### src/rtl/core/csvp_pkg.sv
// Shared types and constants for the CSV dialect character parser.
// Depends on nothing; the parser, configuration, step and checker files import it.
package csvp_pkg;

   localparam int unsigned STATE_BITS = 4;
   localparam int unsigned ACT_BITS   = 2;
   localparam int unsigned IDX_BITS   = 3;

   typedef logic [STATE_BITS-1:0] state_type;
   typedef logic [ACT_BITS-1:0]   action_type;
   typedef logic [IDX_BITS-1:0]   csr_index_type;

   localparam state_type S_REC  = 4'd0;
   localparam state_type S_FLD  = 4'd1;
   localparam state_type S_ESC  = 4'd2;
   localparam state_type S_AEN  = 4'd3;
   localparam state_type S_IN   = 4'd4;
   localparam state_type S_QIN  = 4'd5;
   localparam state_type S_QESC = 4'd6;
   localparam state_type S_QQ   = 4'd7;
   localparam state_type S_NL   = 4'd8;

   localparam action_type ACT_CHAR  = 2'd0;
   localparam action_type ACT_END   = 2'd1;
   localparam action_type ACT_ERROR = 2'd2;

   localparam csr_index_type REG_DELIMITER  = 3'd0;
   localparam csr_index_type REG_QUOTE      = 3'd1;
   localparam csr_index_type REG_ESCAPE     = 3'd2;
   localparam csr_index_type REG_ESC_ENABLE = 3'd3;
   localparam csr_index_type REG_QUOTING    = 3'd4;
   localparam csr_index_type REG_DBL_QUOTE  = 3'd5;
   localparam csr_index_type REG_SKIP_SPACE = 3'd6;
   localparam csr_index_type REG_STRICT     = 3'd7;

   localparam logic [1:0] QMODE_NONE = 2'd3;

   localparam logic [31:0] EOL_MARK  = 32'h0000_FFFE;
   localparam logic [31:0] CH_LF     = 32'h0000_000A;
   localparam logic [31:0] CH_CR     = 32'h0000_000D;
   localparam logic [31:0] CH_SP     = 32'h0000_0020;
   localparam logic [31:0] OUT_MASK  = 32'h0000_FFFF;

   localparam logic [31:0] RST_DELIMITER = 32'd44;
   localparam logic [31:0] RST_QUOTE     = 32'd34;
   localparam logic [31:0] RST_ESCAPE    = 32'd92;

   typedef struct packed {
      logic       escape_enable;
      logic [1:0] quoting_mode;
      logic       double_quote;
      logic       skip_initial_space;
      logic       strict_mode;
   } flags_type;

endpackage

### src/rtl/core/csvp_if.sv
// Valid/ready channel interfaces for the parser's item and result streams.
// Depends on nothing but the CHAR_BITS parameter passed by the instantiating level.
interface csvp_req_if #(parameter int unsigned CHAR_BITS = 16);
   logic                 valid;
   logic                 ready;
   logic [CHAR_BITS-1:0] code_unit;

   modport source (output valid, output code_unit, input ready);
   modport sink   (input valid, input code_unit, output ready);
endinterface

interface csvp_rsp_if #(parameter int unsigned CHAR_BITS = 16);
   logic                 valid;
   logic                 ready;
   logic [1:0]           action;
   logic [CHAR_BITS-1:0] out_char;
   logic                 line_break_end;

   modport source (output valid, output action, output out_char, output line_break_end,
                   input ready);
   modport sink   (input valid, input action, input out_char, input line_break_end,
                   output ready);
endinterface

### src/rtl/core/csv_dialect_char_parser.sv
// CSV dialect character parser: two register stages, the input register and the result
// register. Throughput one item per cycle unless results stall; the parser state register
// closes a loop. Items that end no field and append nothing produce no result.
// Synchronous active-high reset returns the parser to start of record and the
// dialect registers to comma, double quote, backslash, escape off, minimal quoting.
module csv_dialect_char_parser #(
   parameter int unsigned CHAR_BITS = 16
) (
   input  logic                    clock,
   input  logic                    reset,
   csvp_req_if.sink                req_if,
   csvp_rsp_if.source              rsp_if,
   input  logic                    csr_write_enable,
   input  csvp_pkg::csr_index_type csr_index,
   input  logic [CHAR_BITS-1:0]    csr_write_data
);
   import csvp_pkg::*;

   logic [CHAR_BITS-1:0] delimiter_char;
   logic [CHAR_BITS-1:0] quote_char;
   logic [CHAR_BITS-1:0] escape_char;
   flags_type            flags;

   logic                 in_vld_ff;
   logic [CHAR_BITS-1:0] in_char_ff;
   state_type            state_ff;
   logic                 out_vld_ff;
   action_type           out_act_ff;
   logic [CHAR_BITS-1:0] out_char_ff;
   logic                 out_lb_ff;

   state_type            state_in;
   logic                 has_result;
   action_type           act_in;
   logic [CHAR_BITS-1:0] char_in;
   logic                 lb_in;
   logic                 advance;
   logic                 accept;

   csvp_cfg #(.CHAR_BITS(CHAR_BITS)) u_cfg (
      .clock            (clock),
      .reset            (reset),
      .csr_write_enable (csr_write_enable),
      .csr_index        (csr_index),
      .csr_write_data   (csr_write_data),
      .delimiter_char   (delimiter_char),
      .quote_char       (quote_char),
      .escape_char      (escape_char),
      .flags            (flags)
   );

   csvp_step #(.CHAR_BITS(CHAR_BITS)) u_step (
      .state          (state_ff),
      .code_unit      (in_char_ff),
      .delimiter_char (delimiter_char),
      .quote_char     (quote_char),
      .escape_char    (escape_char),
      .flags          (flags),
      .next_state     (state_in),
      .has_result     (has_result),
      .action         (act_in),
      .out_char       (char_in),
      .line_break_end (lb_in)
   );

   assign advance       = in_vld_ff && (!out_vld_ff || rsp_if.ready);
   assign req_if.ready  = !in_vld_ff || advance;
   assign accept        = req_if.valid && req_if.ready;

   always_ff @(posedge clock) begin
      if (reset) begin
         in_vld_ff  <= 1'b0;
         state_ff   <= S_REC;
         out_vld_ff <= 1'b0;
      end else begin
         if (req_if.ready) begin
            in_vld_ff <= req_if.valid;
         end
         if (advance) begin
            state_ff   <= state_in;
            out_vld_ff <= has_result;
         end else if (rsp_if.ready) begin
            out_vld_ff <= 1'b0;
         end
      end
   end

   always_ff @(posedge clock) begin
      if (accept) begin
         in_char_ff <= req_if.code_unit;
      end
      if (advance) begin
         out_act_ff  <= act_in;
         out_char_ff <= char_in;
         out_lb_ff   <= lb_in;
      end
   end

   assign rsp_if.valid          = out_vld_ff;
   assign rsp_if.action         = out_act_ff;
   assign rsp_if.out_char       = out_char_ff;
   assign rsp_if.line_break_end = out_lb_ff;

endmodule

### src/rtl/core/csvp_cfg.sv
// Dialect register file written through the plain configuration port.
// Depends on csvp_pkg for register indexes, reset values and the flag struct.
module csvp_cfg #(
   parameter int unsigned CHAR_BITS = 16
) (
   input  logic                      clock,
   input  logic                      reset,
   input  logic                      csr_write_enable,
   input  csvp_pkg::csr_index_type   csr_index,
   input  logic [CHAR_BITS-1:0]      csr_write_data,
   output logic [CHAR_BITS-1:0]      delimiter_char,
   output logic [CHAR_BITS-1:0]      quote_char,
   output logic [CHAR_BITS-1:0]      escape_char,
   output csvp_pkg::flags_type       flags
);
   import csvp_pkg::*;

   logic [CHAR_BITS-1:0] delim_ff;
   logic [CHAR_BITS-1:0] quote_ff;
   logic [CHAR_BITS-1:0] escape_ff;
   flags_type            flags_ff;

   always_ff @(posedge clock) begin
      if (reset) begin
         delim_ff                    <= CHAR_BITS'(RST_DELIMITER);
         quote_ff                    <= CHAR_BITS'(RST_QUOTE);
         escape_ff                   <= CHAR_BITS'(RST_ESCAPE);
         flags_ff.escape_enable      <= 1'b0;
         flags_ff.quoting_mode       <= 2'd0;
         flags_ff.double_quote       <= 1'b1;
         flags_ff.skip_initial_space <= 1'b0;
         flags_ff.strict_mode        <= 1'b0;
      end else if (csr_write_enable) begin
         unique case (csr_index)
            REG_DELIMITER:  delim_ff                    <= csr_write_data;
            REG_QUOTE:      quote_ff                    <= csr_write_data;
            REG_ESCAPE:     escape_ff                   <= csr_write_data;
            REG_ESC_ENABLE: flags_ff.escape_enable      <= csr_write_data[0];
            REG_QUOTING:    flags_ff.quoting_mode       <= csr_write_data[1:0];
            REG_DBL_QUOTE:  flags_ff.double_quote       <= csr_write_data[0];
            REG_SKIP_SPACE: flags_ff.skip_initial_space <= csr_write_data[0];
            REG_STRICT:     flags_ff.strict_mode        <= csr_write_data[0];
            default:        flags_ff                    <= flags_ff;
         endcase
      end
   end

   assign delimiter_char = delim_ff;
   assign quote_char     = quote_ff;
   assign escape_char    = escape_ff;
   assign flags          = flags_ff;

endmodule

### src/rtl/core/csvp_step.sv
// Next-state and action logic of the nine-state field parser for one item.
// Depends on csvp_pkg for state codes, action codes and character constants.
module csvp_step #(
   parameter int unsigned CHAR_BITS = 16
) (
   input  csvp_pkg::state_type       state,
   input  logic [CHAR_BITS-1:0]      code_unit,
   input  logic [CHAR_BITS-1:0]      delimiter_char,
   input  logic [CHAR_BITS-1:0]      quote_char,
   input  logic [CHAR_BITS-1:0]      escape_char,
   input  csvp_pkg::flags_type       flags,
   output csvp_pkg::state_type       next_state,
   output logic                      has_result,
   output csvp_pkg::action_type      action,
   output logic [CHAR_BITS-1:0]      out_char,
   output logic                      line_break_end
);
   import csvp_pkg::*;

   logic [31:0]          c_wide;
   logic                 is_eol;
   logic                 is_nl;
   logic                 is_brk;
   logic                 is_quote;
   logic                 is_esc;
   logic                 is_delim;
   logic                 is_space;
   state_type            eff_state;
   logic [CHAR_BITS-1:0] chr;
   logic [CHAR_BITS-1:0] chr_or_lf;

   assign c_wide    = 32'(code_unit);
   assign is_eol    = (c_wide == EOL_MARK);
   assign is_nl     = (c_wide == CH_LF) || (c_wide == CH_CR);
   assign is_brk    = is_nl || is_eol;
   assign is_quote  = (flags.quoting_mode != QMODE_NONE) && (code_unit == quote_char);
   assign is_esc    = flags.escape_enable && (code_unit == escape_char);
   assign is_delim  = (code_unit == delimiter_char);
   assign is_space  = (c_wide == CH_SP);
   assign chr_or_lf = is_eol ? CHAR_BITS'(CH_LF) : code_unit;

   always_comb begin
      eff_state = (state > S_NL) ? S_REC : state;
      if ((eff_state == S_REC) && !is_brk) begin
         eff_state = S_FLD;
      end
      if ((eff_state == S_AEN) && !is_eol) begin
         eff_state = S_IN;
      end

      next_state     = eff_state;
      has_result     = 1'b0;
      action         = ACT_CHAR;
      chr            = code_unit;
      line_break_end = 1'b0;

      unique case (eff_state)
         S_REC: begin
            next_state = is_eol ? S_REC : S_NL;
         end
         S_AEN: begin
            next_state = S_AEN;
         end
         S_FLD: begin
            priority if (is_brk) begin
               next_state     = is_eol ? S_REC : S_NL;
               has_result     = 1'b1;
               action         = ACT_END;
               line_break_end = 1'b1;
            end else if (is_quote) begin
               next_state = S_QIN;
            end else if (is_esc) begin
               next_state = S_ESC;
            end else if (is_space && flags.skip_initial_space) begin
               next_state = S_FLD;
            end else if (is_delim) begin
               next_state = S_FLD;
               has_result = 1'b1;
               action     = ACT_END;
            end else begin
               next_state = S_IN;
               has_result = 1'b1;
            end
         end
         S_ESC: begin
            has_result = 1'b1;
            if (is_nl) begin
               next_state = S_AEN;
            end else begin
               next_state = S_IN;
               chr        = chr_or_lf;
            end
         end
         S_IN: begin
            priority if (is_brk) begin
               next_state     = is_eol ? S_REC : S_NL;
               has_result     = 1'b1;
               action         = ACT_END;
               line_break_end = 1'b1;
            end else if (is_esc) begin
               next_state = S_ESC;
            end else if (is_delim) begin
               next_state = S_FLD;
               has_result = 1'b1;
               action     = ACT_END;
            end else begin
               next_state = S_IN;
               has_result = 1'b1;
            end
         end
         S_QIN: begin
            priority if (is_eol) begin
               next_state = S_QIN;
            end else if (is_esc) begin
               next_state = S_QESC;
            end else if (is_quote) begin
               next_state = flags.double_quote ? S_QQ : S_IN;
            end else begin
               next_state = S_QIN;
               has_result = 1'b1;
            end
         end
         S_QESC: begin
            next_state = S_QIN;
            has_result = 1'b1;
            chr        = chr_or_lf;
         end
         S_QQ: begin
            has_result = 1'b1;
            priority if (is_quote) begin
               next_state = S_QIN;
            end else if (is_delim) begin
               next_state = S_FLD;
               action     = ACT_END;
            end else if (is_brk) begin
               next_state     = is_eol ? S_REC : S_NL;
               action         = ACT_END;
               line_break_end = 1'b1;
            end else if (!flags.strict_mode) begin
               next_state = S_IN;
            end else begin
               next_state = S_QQ;
               action     = ACT_ERROR;
            end
         end
         S_NL: begin
            priority if (is_nl) begin
               next_state = S_NL;
            end else if (is_eol) begin
               next_state = S_REC;
            end else begin
               next_state = S_NL;
               has_result = 1'b1;
               action     = ACT_ERROR;
            end
         end
         default: begin
            next_state = S_REC;
         end
      endcase

      out_char = (action == ACT_CHAR) ? CHAR_BITS'(32'(chr) & OUT_MASK) : '0;
   end

endmodule

### src/flat_wrapper.sv
// flat-port wrapper written by rule: the top's interface ports become plain ports
module csv_dialect_char_parser_flat import csvp_pkg::*;
#(
   parameter int unsigned CHAR_BITS = 16
)
  (clock, reset, csr_write_enable, csr_index, csr_write_data, req_if_valid, req_if_code_unit, req_if_ready, rsp_if_valid, rsp_if_action, rsp_if_out_char, rsp_if_line_break_end, rsp_if_ready);
  csvp_req_if #(.CHAR_BITS(CHAR_BITS)) req_if_i ();
  csvp_rsp_if #(.CHAR_BITS(CHAR_BITS)) rsp_if_i ();
  input  logic clock;
  input  logic reset;
  input  logic csr_write_enable;
  input  csvp_pkg::csr_index_type csr_index;
  input  logic [CHAR_BITS-1:0] csr_write_data;
  input wire logic [$bits(req_if_i.valid)-1:0] req_if_valid;
  input wire logic [$bits(req_if_i.code_unit)-1:0] req_if_code_unit;
  output wire logic [$bits(req_if_i.ready)-1:0] req_if_ready;
  output wire logic [$bits(rsp_if_i.valid)-1:0] rsp_if_valid;
  output wire logic [$bits(rsp_if_i.action)-1:0] rsp_if_action;
  output wire logic [$bits(rsp_if_i.out_char)-1:0] rsp_if_out_char;
  output wire logic [$bits(rsp_if_i.line_break_end)-1:0] rsp_if_line_break_end;
  input wire logic [$bits(rsp_if_i.ready)-1:0] rsp_if_ready;
  assign req_if_i.valid = req_if_valid;
  assign req_if_i.code_unit = req_if_code_unit;
  assign req_if_ready = req_if_i.ready;
  assign rsp_if_valid = rsp_if_i.valid;
  assign rsp_if_action = rsp_if_i.action;
  assign rsp_if_out_char = rsp_if_i.out_char;
  assign rsp_if_line_break_end = rsp_if_i.line_break_end;
  assign rsp_if_i.ready = rsp_if_ready;
  csv_dialect_char_parser #(.CHAR_BITS(CHAR_BITS)) u_core (.clock(clock), .reset(reset), .req_if(req_if_i), .rsp_if(rsp_if_i), .csr_write_enable(csr_write_enable), .csr_index(csr_index), .csr_write_data(csr_write_data));
endmodule
### config.mk
export PLATFORM = sky130hd
export DESIGN_NAME = csv_dialect_char_parser_flat
export DESIGN_NICKNAME = d
export VERILOG_FILES = /design/src/rtl/core/csvp_pkg.sv /design/src/rtl/core/csvp_if.sv /design/src/rtl/core/csv_dialect_char_parser.sv /design/src/rtl/core/csvp_cfg.sv /design/src/rtl/core/csvp_step.sv /design/src/flat_wrapper.sv
export SDC_FILE = /design/constraint.sdc
export NUM_CORES = 1
export LEC_CHECK = 0
export BUFFER_PORTS_ARGS = -buffer_cell sky130_fd_sc_hd__buf_4
export CAP_MARGIN = 20
export CORE_AREA = 2 2 93 95
export CTS_CLUSTER_SIZE = 28
export DETAILED_ROUTE_END_ITERATION = 6
export DIE_AREA = 0 0 95 97
export HOLD_SLACK_MARGIN = 0.12
export PLACE_DENSITY = 0.89
export SYNTH_ARGS = -nofsm -noshare
export SYNTH_HDL_FRONTEND = slang
export SYNTH_HIERARCHICAL = 1
export SYNTH_SLANG_ARGS = --single-unit
### constraint.sdc
create_clock -name clock -period 4.8 [get_ports clock]
set_clock_uncertainty 0.05 [all_clocks]
set_input_delay 0.24 -clock clock [delete_from_list [all_inputs] [get_ports clock]]
set_output_delay 0.24 -clock clock [all_outputs]
set_load 0.02 [all_outputs]
==> out/metrics.cfg, run 1 <==
[setup_path]
worstSetupPathType=reg2reg
path_max_fanout=16
reg2reg_depth=7
crit_arrival_ns=3.31
critPathLaunch=u_core/in_char_ff[2]
worstReg2RegStart=u_core/in_char_ff[2]
r2r_slack_ns=1.66
cp_data_required_time_ns=4.98
start_kind=flip-flop
worst_setup_path_end_kind=flip-flop
timing.rr.end=u_core/rsp_if.out_char[10]

[global_routing]
grtUsageTotal_pct=27.7
overflow=0
grt_max_degree=88
antenna_found_initial=0
grt_pass1_vias=3807
grt_pass1_wl_microns=19600

[timing]
max_freq_ghz=0.319
setup_tns_ns=0
worst_slack_ns=1.66
setup_viol=0
fin_crit_ns=3.14
slew_violations=0
slew_headroom_pct=40.7
hold_viol_final=0
rsz0062_at_grt=false
tightest_slew_ns=0.881
fin_crit_sh_pct=65.4

[pwr]
switching_share_pct=24.3
power.clock.fraction_pct=34.5
p_per_area_mw_per_mm2=281
ir_drop_mv=0.193
intPower_uw=1250
leakage_uw=0.00237
seqPwrFrac_pct=54.4
p_sw_uw=402
p_comb_share_pct=11.1

[min_path]
hold_class=in2reg
holdPathStages=3
hold_path_end=u_core/u_cfg/escape_char[13]
min_from=csr_write_data[13]

[clock_network]
htree_num_levels=3
cts_tree=yes
cts.sinks=95
numCtsBuffers=9
cts_resized=0
root_buffer=clkbuf_8
clk_latency_ns=0.36
cts_buffer_depth=2
clk_pin_slew_worst_paths_ns=0.10

[place]
dpl.hpwl_microns=8720
place.gp.congestion=0.954
portBuffers=60
post-place-ws_ns=1.77

[route]
wirelength_microns=12300
vias_per_cell=5.96
drc=0
vias=3921
wl_per_cell_microns=18.7
ant_nets=0
drtPass1Iterations=5
drt-initial-drc-count=243

[layout]
diodes=0
drive_gt1_share_pct=17.4
syn_to_final_growth_pct=16.7
fillers=589
final_nets=588

[synthesis]
synth_cell_type_count=59
ys_seq_elements=95
synth_edf_count=35
synthArstFlopShare_pct=0
ys_seq_area_share_pct=44.7
syn_avg_cell_area_sq_um=10.2
netlist_instances=493
yosysWarnings=6
syn_area_sq_mm=0.00504
synthesis.nets=533
synthFlopType=dfxtp_1

[job]
cap_violations=0

[run_status]
status=complete, no violations

[die]
die_height_microns=97
floorplan.initialDensity_pct=61.9
ioPinCount=61
die-area_sq_mm=0.00922
coreArea_sq_mm=0.00813
chipWidth_microns=95
fp-row-count=33

-- synth_stat cells (3+ instances only) --
cell type   n  area share, %
and3_1     15            1.9
o21ai_2     4           0.70
or3_1       4           0.50
or4_1       3           0.45
nand4_1    10            1.2
xor2_1     28            4.9
a211o_1     3           0.52
dfxtp_1    60             24
nor2_1     30            2.2
buf_2      15            1.5
xnor2_1    21            3.7
and2_1      3           0.37
a21oi_1    11            1.1
a31oi_1     3           0.37
buf_6       3           0.67
nand3_1     5           0.50
nor4bb_1    3           0.60
nand4b_1    8            1.4
nand2_1    20            1.5
mux2i_1    54             11
buf_4       8            1.2
edfxtp_1   35             21
clkbuf_1   15            1.1
nand4bb_1   3           0.67
nor3_1      8           0.79
inv_1       3           0.22
nor4_1     12            1.5
o21ai_0     5           0.50
nand2b_1   64            7.9
-- final cells by class --
class,instances,area (sq um),area share (%)
Multi-Input combinational cell,352,2550,43.4
Sequential cell,95,2250,38.3
Timing Repair Buffer,86,706,12.0
Clock buffer,11,163,2.77
Tap cell,105,131,2.23
Clock inverter,5,61.3,1.04
Inverter,4,15.0,0.255
-- worst max-delay path by stage --
stage,endpoint,slack (ns),depth (start not counted)
after floorplan,u_core/rsp_if.action[0],2.26,9
after global placement,u_core/rsp_if.out_char[12],1.81,7
after detailed placement,u_core/rsp_if.out_char[10],1.77,7
after CTS,u_core/rsp_if.out_char[10],1.75,7
after global routing,u_core/rsp_if.out_char[10],1.49,7
final,u_core/rsp_if.out_char[10],1.66,7
-- per-stage QoR --
step / instances / total power (uW) / hold slack, ns / instance area [sq um] / utilization [%]
2_1_floorplan: 493 / 1020 / 0.259 / 5040 / -
3_3_place_gp: 618 / 1070 / 0.369 / 5420 / 66.6
3_5_place_dp: 618 / 1080 / 0.370 / 5420 / 66.6
4_1_cts: 658 / 1650 / 0.133 / 5880 / 72.3
5_1_grt: 658 / 1710 / 0.153 / 5880 / 72.3
6_report: 658 / 1650 / 0.146 / 5880 / 72.3
-- cells in the final DEF (no fill, tap or decap), drive strengths merged, types with 20 or more instances in the layout --
cell type,synthesis,routed
edfxtp,35,35
dfxtp,60,60
xnor2,21,21
nor2,31,31
dlygate4sd3,0,24
nand2b,65,65
buf,27,62
xor2,28,28
mux2i,54,54
nand2,20,20
-- routing by layer --
layer / wire (microns) / global-route usage (%) / up-vias / share of wire [%]
met4: 393 / 9.81 / 0 / 3.2
li1: - / - / 1838 / -
met1: 4930 / 34.8 / 1844 / 40
met5: 0 / 0 / - / 0
met3: 907 / 5.06 / 40 / 7.4
met2: 6070 / 47.4 / 199 / 49
-- sequential cells by signal, summed over array words and instances, names as in the netlist --
name and count:
u_core/rsp_if.line_break_end 1, u_core/u_cfg/escape_char 16, u_core/u_cfg/quote_char 16, u_core/u_cfg/delimiter_char 16, u_core/u_cfg/flags 6, u_core/in_char_ff 16
u_core/state_ff 4, u_core/in_vld_ff 1, u_core/rsp_if.action 2, u_core/rsp_if.out_char 16, u_core/rsp_if.valid 1
-- cells by family (layout without fill, tap and decap cells) --
| family | Yosys count | count (layout) | share of synthesized area [%] |
|---|---|---|---|
| buffers and inverters | 46 | 106 | 5.07 |
| xor gates and xnor gates | 49 | 49 | 8.52 |
| DFF | 95 | 95 | 44.7 |
| and+or+nand+nor | 201 | 201 | 23.8 |
| AOI/OAI and AO/OA | 48 | 48 | 7.20 |
| muxes | 54 | 54 | 10.7 |
-- critical path, cell delays in order, from the launching register on --
cell      delay (ns)
edfxtp_1        0.61
nand4_1         0.16
or4_1           0.74
o21ai_0         0.37
nor2_2          0.10
a31o_4          0.24
a211oi_4        0.49
and3_1          0.26
-- repair_timing --
item | in CTS | in global routing
hold buffers | 24 | 0
hold endpoints to repair | 32 | 0
endpoints found under the setup margin | 0 | 0
buffers inserted | 0 | 0
-- power groups by stage --
stage	Clock, uW	Combinational, uW	Sequential [uW]
CTS	576	181	897
finish	570	183	898
global placement	0	160	914
global route	612	197	901
floorplan	0	119	900
detailed placement	0	164	916
Note: power is estimated with default switching activity, not from simulation.
==> run 2: changes to the inputs <==
--- a/config.mk
+++ b/config.mk
@@ -7,12 +7,12 @@
 export LEC_CHECK = 0
 export BUFFER_PORTS_ARGS = -buffer_cell sky130_fd_sc_hd__buf_4
 export CAP_MARGIN = 20
-export CORE_AREA = 2 2 93 95
+export CORE_AREA = 2 2 97 99
 export CTS_CLUSTER_SIZE = 28
 export DETAILED_ROUTE_END_ITERATION = 6
-export DIE_AREA = 0 0 95 97
+export DIE_AREA = 0 0 99 101
 export HOLD_SLACK_MARGIN = 0.12
-export PLACE_DENSITY = 0.89
+export PLACE_DENSITY = 0.83
 export SYNTH_ARGS = -nofsm -noshare
 export SYNTH_HDL_FRONTEND = slang
 export SYNTH_HIERARCHICAL = 1
==> constraint.sdc (replaced) <==
create_clock -name clock -period 3.2 [get_ports clock]
set_clock_uncertainty 0.05 [all_clocks]
set_input_delay 0.16 -clock clock [delete_from_list [all_inputs] [get_ports clock]]
set_output_delay 0.16 -clock clock [all_outputs]
set_load 0.02 [all_outputs]
==> run 2 against run 1 <==
Net effect: combinational power increased by 61%; power increased by 50%; cell count increased by 4.4%; non-clock buffer count increased by 23; global-route usage decreased by 1.8 points; sequential share of layout area decreased by 1.4 points; flip-flop and latch count unchanged; clock-buffer cell count decreased by 1; critical path type unchanged; largest power group unchanged; highest routed layer unchanged; largest cell class unchanged; via count increased by 4.0%; clock power increased by 45%.
==> out/metrics.cfg, run 2 (same netlist as run 1, synthesis figures left out) <==
[route]
vias=4079  ; +4.0%
drtPass1Iterations=5  ; unchanged
drc=0  ; unchanged
ant_nets=0  ; unchanged
wl_per_cell_microns=18.9  ; +0.89%
vias_per_cell=5.94  ; -0.36%
wirelength_microns=13000  ; +5.3%
drt-initial-drc-count=242  ; -0.41%

[layout]
drive_gt1_share_pct=17.9  ; +0.52 points
fin_area_sq_mm=0.00610  ; +3.7%
fillers=670  ; +14%
final_cell_mix=buf_4 (67), nand2b_1 (64), dfxtp_1 (60)
diodes=0  ; unchanged
final_nets=611  ; +3.9%
finalNonFillerCells=687  ; +4.4%
final_common_cell=buf_4
syn_to_final_growth_pct=21.0
post-route-util_pct=67.9  ; -4.4 points

[die]
fp-row-count=35  ; +6.1%
ioPinCount=61  ; unchanged
chipWidth_microns=99  ; +4.2%
coreArea_sq_mm=0.00898  ; +10%
floorplan.initialDensity_pct=56.1  ; -5.8 points
die-area_sq_mm=0.0100  ; +8.5%
die_height_microns=101  ; +4.1%

[setup_path]
reg2reg_depth=8  ; +1
worstSetupPathType=reg2reg
worstReg2RegStart=u_core/in_char_ff[14]
cp_data_required_time_ns=3.38  ; -1.60 ns
crit_chain=nand4_1, or4_1, a31oi_1, o211a_1, a21oi_1, a211oi_4, buf_12, and3_1
worst_setup_path_end_kind=flip-flop
start_kind=flip-flop
max_stage_delay_ns=0.73  ; about the same
cp_num_buf_inv=1  ; +1
cp_top_family=simple AND/OR/NAND/NOR gates
path_max_fanout=16  ; unchanged
timing.rr.end=u_core/rsp_if.out_char[11]
critical_path.slowest_cell=or4_1
r2r_slack_ns=0.21  ; -1.45 ns
crit_arrival_ns=3.17  ; -0.14 ns

[global_routing]
grt_use_met2_pct=44.2  ; -3.2 points
met3_usage_pct=5.89  ; +0.83 points
grtUsageTotal_pct=25.9  ; -1.8 points
use_met1_pct=32.2  ; -2.6 points
antenna_found_initial=0  ; unchanged
top_usage_layer=met2
grt_pass1_wl_microns=20200  ; +3.1%
grt_max_degree=88  ; unchanged
grt_pass1_vias=3910  ; +2.7%
overflow=0  ; unchanged

[run_status]
status=complete, no violations

[place]
dp.cells=629  ; +1.8%
place.gp.congestion=0.879  ; -7.9%
place_area_sq_mm=0.00546  ; +0.83%
portBuffers=60  ; unchanged
dpl.hpwl_microns=8700  ; -0.25%

[min_path]
min_from=reset
hold_class=in2reg
holdPathStages=2  ; -1
hold_path_end=u_core/rsp_if.valid

[pwr]
ir_drop_mv=0.315  ; +63%
p_per_area_mw_per_mm2=405  ; +44%
leakage_uw=0.00246  ; +4.1%

[clock_network]
cts.sinks=95  ; unchanged
cts_tree=yes
numCtsBuffers=9  ; unchanged
cts_buffer_depth=2  ; unchanged
clk_pin_slew_worst_paths_ns=0.10  ; about the same
htree_num_levels=3  ; unchanged
clk_latency_ns=0.37  ; about the same
root_buffer=clkbuf_8

[timing]
hold_slack_ns=0.278  ; +0.132 ns
rsz0062_at_grt=false
setup_tns_ns=0  ; unchanged
max_freq_ghz=0.334  ; +5.0%
fin_crit_ns=2.99  ; -0.148 ns
tightest_slew_ns=0.721  ; -0.160 ns
fin_crit_sh_pct=93.4  ; +28 points
slew_violations=0  ; unchanged
setup_viol=0  ; unchanged
hold_viol_final=0  ; unchanged
slew_headroom_pct=51.7  ; +11 points

[job]
cap_violations=0  ; unchanged

## run 2: final cells by class
class	instances	area, sq um	share of cell area (%)
multi-input combinational	352	2550	41.9
sequential	95	2250	36.9
timing repair buffer	109	931	15.3
clock buffer	10	149	2.44
tap	111	139	2.28
clock inverter	6	58.8	0.965
inverter	4	15.0	0.246
## run 2: what timing repair did
item / CTS / global route
hold buffers: 40 / 0
endpoints found under the setup margin: 0 / 5
endpoints found under the hold margin: 68 / 0
setup buffers: 0 / 1
gates resized for setup: 0 / 0
## run 2: per-stage QoR
stage	total power, uW	setup slack [ns]
3_3_place_gp	1620	0.275
2_1_floorplan	1530	0.661
5_1_grt	2550	0.145
4_1_cts	2470	0.185
6_report	2470	0.210
3_5_place_dp	1620	0.234
## run 2: worst max path at each step
stage,from,to,slack (ns),cells after the start
6_report,u_core/in_char_ff[14],u_core/rsp_if.out_char[11],0.21,8
5_1_grt,u_core/in_char_ff[3],u_core/rsp_if.out_char[11],0.14,8
4_1_cts,u_core/in_char_ff[2],u_core/rsp_if.out_char[11],0.19,7
3_5_place_dp,u_core/in_char_ff[2],u_core/rsp_if.out_char[11],0.23,7
3_3_place_gp,u_core/in_char_ff[2],u_core/rsp_if.out_char[9],0.28,7
2_1_floorplan,u_core/in_char_ff[12],u_core/rsp_if.action[0],0.66,9
## run 2: power breakdown
group	total (uW)	internal (uW)	leakage, uW	switching [uW]
logic	294	158	0.00153	136
clock network	826	351	0.000104	476
registers	1350	1300	0.000824	53.1
## run 2: routing by layer
metal | share of wire [%] | wire length [microns]
met5 | 0 | 0
met4 | 2.5 | 318
met3 | 7.8 | 1010
met2 | 50 | 6470
met1 | 40 | 5160
